**config.mk**
```make
export PLATFORM = sky130hd
export DESIGN_NAME = ps2_receive_deserializer_fifo_flat
export DESIGN_NICKNAME = d
export VERILOG_FILES = /design/src/ps2rx_pkg.sv /design/src/ps2rx_if.sv /design/src/ps2rx_frame.sv /design/src/ps2rx_fifo.sv /design/src/ps2_receive_deserializer_fifo.sv /design/src/flat_wrapper.sv
export SDC_FILE = /design/constraint.sdc
export NUM_CORES = 1
export LEC_CHECK = 0
export ABC_AREA = 1
export CORE_AREA = 2 2 228 230
export CTS_CLUSTER_DIAMETER = 150
export DETAILED_ROUTE_END_ITERATION = 10
export DIE_AREA = 0 0 230 232
export DONT_BUFFER_PORTS = 1
export PLACE_DENSITY = 0.64
export SYNTH_ARGS = -nofsm -noshare
export SYNTH_HDL_FRONTEND = slang
export SYNTH_SLANG_ARGS = --single-unit
```
**constraint.sdc**
```tcl
create_clock -name clk -period 5.5 [get_ports clk]
set_input_delay 0.825 -clock clk [delete_from_list [all_inputs] [get_ports clk]]
set_output_delay 0.825 -clock clk [all_outputs]
set_load 0.02 [all_outputs]
```
**src/ps2rx_pkg.sv**
```systemverilog
`timescale 1ns / 1ps

package ps2rx_pkg;

	localparam int FIFO_DEPTH = 64;
	localparam int PTR_W = $clog2(FIFO_DEPTH);
	localparam int CNT_W = PTR_W + 1;

	localparam int CMD_W = 2;
	localparam int BYTE_W = 8;
	localparam int TIMEOUT_W = 10;
	localparam int POS_W = 4;
	localparam int LEVEL_W = 6;
	localparam int LEVEL_MAX = 63;

	localparam logic [CMD_W-1:0] CMD_EDGE = 2'd0;
	localparam logic [CMD_W-1:0] CMD_TICK = 2'd1;
	localparam logic [CMD_W-1:0] CMD_POP = 2'd2;

	localparam logic [TIMEOUT_W-1:0] TIMEOUT_RESET = 10'd100;
	localparam logic [TIMEOUT_W-1:0] IDLE_MAX = 10'd1023;
	localparam logic [POS_W-1:0] FRAME_BITS = 4'd11;
	localparam logic [POS_W-1:0] DATA_BITS = 4'd8;

	typedef struct packed {
		logic done;
		logic [BYTE_W-1:0] data;
	} frame_t;

	typedef struct packed {
		logic stored;
		logic dropped;
		logic popped;
		logic not_empty;
		logic [LEVEL_W-1:0] level;
	} fifo_status_t;

endpackage

```
**src/ps2rx_if.sv**
```systemverilog
`timescale 1ns / 1ps

interface ps2rx_in_if;
	logic valid;
	logic ready;
	logic [ps2rx_pkg::CMD_W-1:0] command;
	logic data_bit;

	modport source (output valid, output command, output data_bit, input ready);
	modport sink (input valid, input command, input data_bit, output ready);
endinterface

interface ps2rx_out_if;
	logic valid;
	logic ready;
	logic [ps2rx_pkg::BYTE_W-1:0] scan_code;
	logic code_valid;
	logic frame_stored;
	logic frame_dropped;
	logic fifo_not_empty;
	logic [ps2rx_pkg::LEVEL_W-1:0] fifo_level;

	modport source (output valid, output scan_code, output code_valid, output frame_stored,
		output frame_dropped, output fifo_not_empty, output fifo_level, input ready);
	modport sink (input valid, input scan_code, input code_valid, input frame_stored,
		input frame_dropped, input fifo_not_empty, input fifo_level, output ready);
endinterface

```
**src/ps2rx_frame.sv**
```systemverilog
`timescale 1ns / 1ps

module ps2rx_frame (
	input  logic clk,
	input  logic arst_n,
	input  logic edge_req,
	input  logic tick_req,
	input  logic data_bit,
	input  logic cfg_wr_en,
	input  logic [ps2rx_pkg::TIMEOUT_W-1:0] cfg_wr_data,
	output ps2rx_pkg::frame_t frame
);
	import ps2rx_pkg::*;

	logic [TIMEOUT_W-1:0] timeout_q;
	logic [TIMEOUT_W-1:0] idle_q;
	logic [POS_W-1:0] bit_pos_q;
	logic [BYTE_W-1:0] shift_q;

	logic timed_out;
	logic false_start;
	logic [POS_W-1:0] pos;
	logic [POS_W-1:0] pos_next;
	logic [BYTE_W-1:0] sb;
	logic [BYTE_W-1:0] sb_set;
	logic [2:0] bit_idx;

	always_comb begin
		timed_out = idle_q > timeout_q;
		pos = timed_out ? '0 : bit_pos_q;
		sb = timed_out ? '0 : shift_q;
		false_start = (pos == '0) && data_bit;
		bit_idx = 3'(pos - 1'b1);
		sb_set = sb;
		if (pos >= 4'd1 && pos <= DATA_BITS) begin
			sb_set = sb | (BYTE_W'(data_bit) << bit_idx);
		end
		pos_next = pos + 1'b1;
		frame.done = edge_req && !false_start && (pos_next >= FRAME_BITS);
		frame.data = sb_set;
	end

	always_ff @(posedge clk or negedge arst_n) begin
		if (!arst_n) begin
			timeout_q <= TIMEOUT_RESET;
			idle_q <= '0;
			bit_pos_q <= '0;
			shift_q <= '0;
		end else begin
			if (cfg_wr_en) begin
				timeout_q <= cfg_wr_data;
			end
			if (edge_req) begin
				idle_q <= '0;
				if (false_start) begin
					bit_pos_q <= '0;
					shift_q <= sb;
				end else if (pos_next >= FRAME_BITS) begin
					bit_pos_q <= '0;
					shift_q <= '0;
				end else begin
					bit_pos_q <= pos_next;
					shift_q <= sb_set;
				end
			end else if (tick_req && idle_q != IDLE_MAX) begin
				idle_q <= idle_q + 1'b1;
			end
		end
	end

	a_pos_range: assert property (@(posedge clk) disable iff (!arst_n)
		bit_pos_q < FRAME_BITS)
		else $error("bit position beyond frame length");

	a_idle_clear: assert property (@(posedge clk) disable iff (!arst_n)
		edge_req |=> idle_q == '0)
		else $error("idle counter not cleared by edge");

endmodule

```
**src/ps2rx_fifo.sv**
```systemverilog
`timescale 1ns / 1ps

module ps2rx_fifo (
	input  logic clk,
	input  logic arst_n,
	input  logic push,
	input  logic [ps2rx_pkg::BYTE_W-1:0] push_data,
	input  logic pop,
	output logic [ps2rx_pkg::BYTE_W-1:0] rd_data_q,
	output ps2rx_pkg::fifo_status_t status
);
	import ps2rx_pkg::*;

	logic [BYTE_W-1:0] mem [FIFO_DEPTH];
	logic [PTR_W-1:0] wr_ptr_q;
	logic [PTR_W-1:0] rd_ptr_q;

	logic [PTR_W-1:0] wr_inc;
	logic [PTR_W-1:0] rd_inc;
	logic [PTR_W-1:0] wr_nxt;
	logic [PTR_W-1:0] rd_nxt;
	logic full;
	logic empty;
	logic do_push;
	logic do_pop;
	logic [CNT_W-1:0] diff;
	logic [CNT_W-1:0] cnt;

	always_comb begin
		wr_inc = (wr_ptr_q == PTR_W'(FIFO_DEPTH - 1)) ? '0 : wr_ptr_q + 1'b1;
		rd_inc = (rd_ptr_q == PTR_W'(FIFO_DEPTH - 1)) ? '0 : rd_ptr_q + 1'b1;
		full = wr_inc == rd_ptr_q;
		empty = wr_ptr_q == rd_ptr_q;
		do_push = push && !full;
		do_pop = pop && !empty;
		wr_nxt = do_push ? wr_inc : wr_ptr_q;
		rd_nxt = do_pop ? rd_inc : rd_ptr_q;
		diff = {1'b0, wr_nxt} + CNT_W'(FIFO_DEPTH) - {1'b0, rd_nxt};
		cnt = (diff >= CNT_W'(FIFO_DEPTH)) ? diff - CNT_W'(FIFO_DEPTH) : diff;
		status.stored = do_push;
		status.dropped = push && full;
		status.popped = do_pop;
		status.not_empty = cnt != '0;
		status.level = (cnt > LEVEL_MAX) ? LEVEL_W'(LEVEL_MAX) : LEVEL_W'(cnt);
	end

	always_ff @(posedge clk or negedge arst_n) begin
		if (!arst_n) begin
			wr_ptr_q <= '0;
			rd_ptr_q <= '0;
		end else begin
			wr_ptr_q <= wr_nxt;
			rd_ptr_q <= rd_nxt;
		end
	end

	always_ff @(posedge clk) begin
		if (do_push) begin
			mem[wr_ptr_q] <= push_data;
		end
		if (do_pop) begin
			rd_data_q <= mem[rd_ptr_q];
		end
	end

	a_drop_holds: assert property (@(posedge clk) disable iff (!arst_n)
		(push && full) |=> $stable(wr_ptr_q))
		else $error("write pointer moved on dropped byte");

	a_pop_empty: assert property (@(posedge clk) disable iff (!arst_n)
		(pop && empty) |=> $stable(rd_ptr_q))
		else $error("read pointer moved on empty pop");

endmodule

```
**src/ps2_receive_deserializer_fifo.sv**
```systemverilog
`timescale 1ns / 1ps
// pipeline: two register stages, s1 holds the accepted request and s2 holds the registered result
// throughput: one request per cycle, stalls only while the result is not taken
// every request gives exactly one result
// reset: asynchronous active low, clears frame state, idle counter and fifo pointers
// timeout register resets to 100, fifo contents are not cleared

module ps2_receive_deserializer_fifo (
	input  logic clk,
	input  logic arst_n,
	ps2rx_in_if.sink in_ch,
	ps2rx_out_if.source out_ch,
	input  logic cfg_wr_en,
	input  logic [ps2rx_pkg::TIMEOUT_W-1:0] cfg_wr_data
);
	import ps2rx_pkg::*;

	logic valid_s1;
	logic [CMD_W-1:0] cmd_s1;
	logic bit_s1;
	logic valid_s2;
	fifo_status_t status_s2;

	logic en;
	logic step;
	frame_t frame;
	fifo_status_t status;
	logic [BYTE_W-1:0] rd_data;

	assign en = !valid_s2 || out_ch.ready;
	assign step = valid_s1 && en;
	assign in_ch.ready = en;

	ps2rx_frame u_frame (
		.clk (clk),
		.arst_n (arst_n),
		.edge_req (step && cmd_s1 == CMD_EDGE),
		.tick_req (step && cmd_s1 == CMD_TICK),
		.data_bit (bit_s1),
		.cfg_wr_en (cfg_wr_en),
		.cfg_wr_data (cfg_wr_data),
		.frame (frame)
	);

	ps2rx_fifo u_fifo (
		.clk (clk),
		.arst_n (arst_n),
		.push (frame.done),
		.push_data (frame.data),
		.pop (step && cmd_s1 == CMD_POP),
		.rd_data_q (rd_data),
		.status (status)
	);

	always_ff @(posedge clk or negedge arst_n) begin
		if (!arst_n) begin
			valid_s1 <= 1'b0;
			valid_s2 <= 1'b0;
		end else if (en) begin
			valid_s1 <= in_ch.valid;
			valid_s2 <= valid_s1;
		end
	end

	always_ff @(posedge clk) begin
		if (en) begin
			cmd_s1 <= in_ch.command;
			bit_s1 <= in_ch.data_bit;
			status_s2 <= status;
		end
	end

	assign out_ch.valid = valid_s2;
	assign out_ch.scan_code = status_s2.popped ? rd_data : '0;
	assign out_ch.code_valid = status_s2.popped;
	assign out_ch.frame_stored = status_s2.stored;
	assign out_ch.frame_dropped = status_s2.dropped;
	assign out_ch.fifo_not_empty = status_s2.not_empty;
	assign out_ch.fifo_level = status_s2.level;

	a_one_event: assert property (@(posedge clk) disable iff (!arst_n)
		valid_s2 |-> $countones({status_s2.popped, status_s2.stored, status_s2.dropped}) <= 1)
		else $error("result reports more than one event");

	a_step_advances: assert property (@(posedge clk) disable iff (!arst_n)
		step |=> valid_s2)
		else $error("request lost between stages");

endmodule
```
**src/flat_wrapper.sv**
```systemverilog
// flat-port wrapper written by rule: the top's interface ports become plain ports
module ps2_receive_deserializer_fifo_flat import ps2rx_pkg::*;
  (clk, arst_n, cfg_wr_en, cfg_wr_data, in_ch_valid, in_ch_command, in_ch_data_bit, in_ch_ready, out_ch_valid, out_ch_scan_code, out_ch_code_valid, out_ch_frame_stored, out_ch_frame_dropped, out_ch_fifo_not_empty, out_ch_fifo_level, out_ch_ready);
  ps2rx_in_if in_ch_i ();
  ps2rx_out_if out_ch_i ();
  input  logic clk;
  input  logic arst_n;
  input  logic cfg_wr_en;
  input  logic [ps2rx_pkg::TIMEOUT_W-1:0] cfg_wr_data;
  input wire logic [$bits(in_ch_i.valid)-1:0] in_ch_valid;
  input wire logic [$bits(in_ch_i.command)-1:0] in_ch_command;
  input wire logic [$bits(in_ch_i.data_bit)-1:0] in_ch_data_bit;
  output wire logic [$bits(in_ch_i.ready)-1:0] in_ch_ready;
  output wire logic [$bits(out_ch_i.valid)-1:0] out_ch_valid;
  output wire logic [$bits(out_ch_i.scan_code)-1:0] out_ch_scan_code;
  output wire logic [$bits(out_ch_i.code_valid)-1:0] out_ch_code_valid;
  output wire logic [$bits(out_ch_i.frame_stored)-1:0] out_ch_frame_stored;
  output wire logic [$bits(out_ch_i.frame_dropped)-1:0] out_ch_frame_dropped;
  output wire logic [$bits(out_ch_i.fifo_not_empty)-1:0] out_ch_fifo_not_empty;
  output wire logic [$bits(out_ch_i.fifo_level)-1:0] out_ch_fifo_level;
  input wire logic [$bits(out_ch_i.ready)-1:0] out_ch_ready;
  assign in_ch_i.valid = in_ch_valid;
  assign in_ch_i.command = in_ch_command;
  assign in_ch_i.data_bit = in_ch_data_bit;
  assign in_ch_ready = in_ch_i.ready;
  assign out_ch_valid = out_ch_i.valid;
  assign out_ch_scan_code = out_ch_i.scan_code;
  assign out_ch_code_valid = out_ch_i.code_valid;
  assign out_ch_frame_stored = out_ch_i.frame_stored;
  assign out_ch_frame_dropped = out_ch_i.frame_dropped;
  assign out_ch_fifo_not_empty = out_ch_i.fifo_not_empty;
  assign out_ch_fifo_level = out_ch_i.fifo_level;
  assign out_ch_i.ready = out_ch_ready;
  ps2_receive_deserializer_fifo u_core (.clk(clk), .arst_n(arst_n), .in_ch(in_ch_i), .out_ch(out_ch_i), .cfg_wr_en(cfg_wr_en), .cfg_wr_data(cfg_wr_data));
endmodule
```
==> run metrics <==
die height 232 µm; # DRC 0; slowest cell on the critical path dfstp_2; CTS root buf clkbuf_16; skew final 21.0 ps; Avg WL per Cell 22.2 µm; Core Area 50900 µm²; final setup TNS 0 ps; Final Hold Viols 0; maximum root-to-sink buffer count 3; Tcrit/Tclk final 90.0%; sequential element share of the synthesized area 71.2%; CP most frequent cell nand2_1; number of flops mapped to enable cells by yosys 533; worst-margin pin slew 1080 ps; H-tree Lvls 2; Crit Path Max Fanout 16; ant diodes 0; post-synthesis cell type count 45; Layout area overhead 10.4%; top post-synthesis cells by area edfxtp_1 (66%), nor2_1 (5.9%), o21ai_0 (5.8%), dfrtp_1 (4.5%), nand2_1 (2.9%); most common cell after layout, fill and taps aside edfxtp_1; prevailing post-synth register cell edfxtp_1; IO buf count 0; highest clock rate 0.202 GHz; Max-Cap Viols 0; total CTS buffers 57; Initial Utilization 47.3%; filler cell count in the final layout 4380; Routability Congestion 0.870; Slew HR 27.9%; Pleak 9.05 nW; starting DRC count in detailed routing 1741; Mapped Area 24100 µm²; Max IR drop VDD 0.386 mV; largest net degree at the start of global routing 197; syn nets 2020; clk slew on worst S/H paths 60 ps; NumNets Final 2001; reg2reg setup slack 550 ps; commonest cells after routing, fill and taps aside edfxtp_1 (533), nor2_1 (376), o21ai_0 (278); Post-DP HPWL 34700 µm; Worst-Skew Late Latency 620 ps; vias in the first global route 15.2k; multi-input logic area 6210 µm²; # Post-CTS Setup Buffers 0; via count 15.6k; CP Data Required Time 5870 ps; largest area contributor in the netlist edfxtp_1; global route overflow 0; Syn. warnings 0; CP Class reg -> reg; Tot Pwr 14.6 mW; die span in x 230 µm; Worst Hold Class in -> async; Placement Rows 83; Synth Area per Inst 12.2 µm²; Critical Path Source Type register; first-pass GRT wire length 91800 µm; FF+latch count, synth 579; initial antenna violation count 0; fin crit period 4950 ps; GRT Util Overall 22.6%; Synth async-reset ratio 7.94%; I/O Pins 38; synthesized instance count 1977; clk sinks 579; FF/Latch Area 17200 µm²; Pins Over Slew Limit 0; vias per cell 5.81; Setup crit end kind register; CTS tree yes; fin util 52.3%; final antenna-violating net count 0; drt total wl 59700 µm; status finished clean; First-pass DRT Iterations 5; final setup fails 0; full die area 53400 µm²; critical path's largest stage delay 520 ps; Power Dens Cells 548 nW/µm²; area share of the largest cell type after synthesis 66.4%; Critical Path AT 5320 ps; RSZ-0062 raised after global routing no; share of layout cells above drive strength 1 7.78%
-- synth_stat cells (4+ instances only) --
cell and number:
nor2_1 378, or2_2 6, a21boi_0 6, o211ai_1 4, a31oi_1 8, buf_2 5, clkbuf_1 101, o22ai_1 97
o221ai_1 32, nand2_1 183, edfxtp_1 533, o2111ai_1 32, o21ai_0 278, nand4_1 6, and3_1 8, ha_1 24
nand2_2 6, inv_2 5, dfrtp_1 43, buf_1 7, nand3_1 64, nor3_1 9, a21oi_1 10, inv_1 79
nand3_4 8, xor2_1 14
-- logic make-up (layout without fill, tap and decap cells) --
group	Yosys count	count (layout)	synth area share, %
and+or+nand+nor	679	679	12.0
DFF	579	579	71.2
AOI/OAI and AO/OA	476	476	11.6
buffers and inverters	200	228	3.16
adders and majority gates	25	25	1.33
xor gates and xnor gates	17	17	0.618
muxes	1	1	0.0467
-- power breakdown --
part           total, mW  internal, mW  switching, mW  leakage, nW
Combinational       4.86          1.28           3.58         2.78
Sequential          6.05          5.76          0.285         5.43
Clock               3.66          2.05           1.60        0.842
-- final timing paths --
check / startpoint / to / cells past startpoint
worst max-delay path: u_core.u_frame.timeout_q[6]$_DFFE_PN1P_ / u_core.out_ch.fifo_not_empty$_DFFE_PN_ / 27
worst min-delay path: arst_n / u_core.u_frame.timeout_q[5]$_DFFE_PN1P_ / 0
worst max register to register: u_core.u_frame.timeout_q[6]$_DFFE_PN1P_ / u_core.out_ch.fifo_not_empty$_DFFE_PN_ / 27
worst min register to register: u_core.valid_s1$_DFFE_PN0N_ / u_core.out_ch.valid$_DFFE_PN0N_ / 2
max in group asynchronous: arst_n / u_core.u_fifo.rd_ptr_q[1]$_DFF_PN0_ / 1
min in group clk: cfg_wr_en / u_core.u_frame.timeout_q[5]$_DFFE_PN1P_ / 1
-- through the flow --
stage                     setup WS (ps)  instance area (µm²)  instances  hold slack [ps]
final                               548                26600       2685             47.0
after global routing               80.9                26600       2685             26.4
after CTS                           398                26600       2685             15.3
after detailed placement            415                24800       2578              474
after global placement              613                24800       2578              458
after floorplan                    1150                24100       1977              445
-- worst max-delay path: cells and delay by family, from the launching register on --
kind	cells	cell delay (ps)
xor gates and xnor gates	1	100
buffers and inverters	4	350
adders and majority gates	3	870
and+or+nand+nor	17	2320
AOI/OAI and AO/OA	2	530
DFF	1	520
-- registers in the layout, indices dropped and copies added, names as in the netlist --
name / count
u_core.u_fifo.mem: 512
u_core.out_ch.frame_dropped: 1
u_core.out_ch.code_valid: 1
u_core.out_ch.valid: 1
u_core.u_frame.bit_pos_q: 4
u_core.u_frame.timeout_q: 10
u_core.cmd_s1: 2
u_core.u_frame.idle_q: 10
u_core.out_ch.fifo_not_empty: 1
u_core.valid_s1: 1
u_core.u_fifo.rd_data_q: 8
u_core.bit_s1: 1
u_core.out_ch.frame_stored: 1
u_core.u_frame.shift_q: 8
u_core.u_fifo.wr_ptr_q: 6
u_core.u_fifo.rd_ptr_q: 6
u_core.out_ch.fifo_level: 6
-- per-layer routing --
metal,up-vias,GRT usage [%],share of wire [%]
met2,559,36.8,48
met5,-,0,0
met4,0,7.00,2.9
li1,7179,-,-
met1,7741,31.1,42
met3,118,4.04,7.0
-- repair_timing --
action	CTS	global route
hold endpoints to repair	43	0
setup endpoints to repair	0	2
resized for setup	0	2
hold buffers	1	0
-- final cells by class --
class                           instances  share of cell area, %
Clock buffer                           80                   5.85
Clock inverter                         26                  0.640
Inverter                               86                   1.23
Multi-Input combinational cell       1198                   23.3
Sequential cell                       579                   64.6
Tap cell                              680                   3.20
Timing Repair Buffer                   36                   1.19
Note: power is estimated with default switching activity, not from simulation.
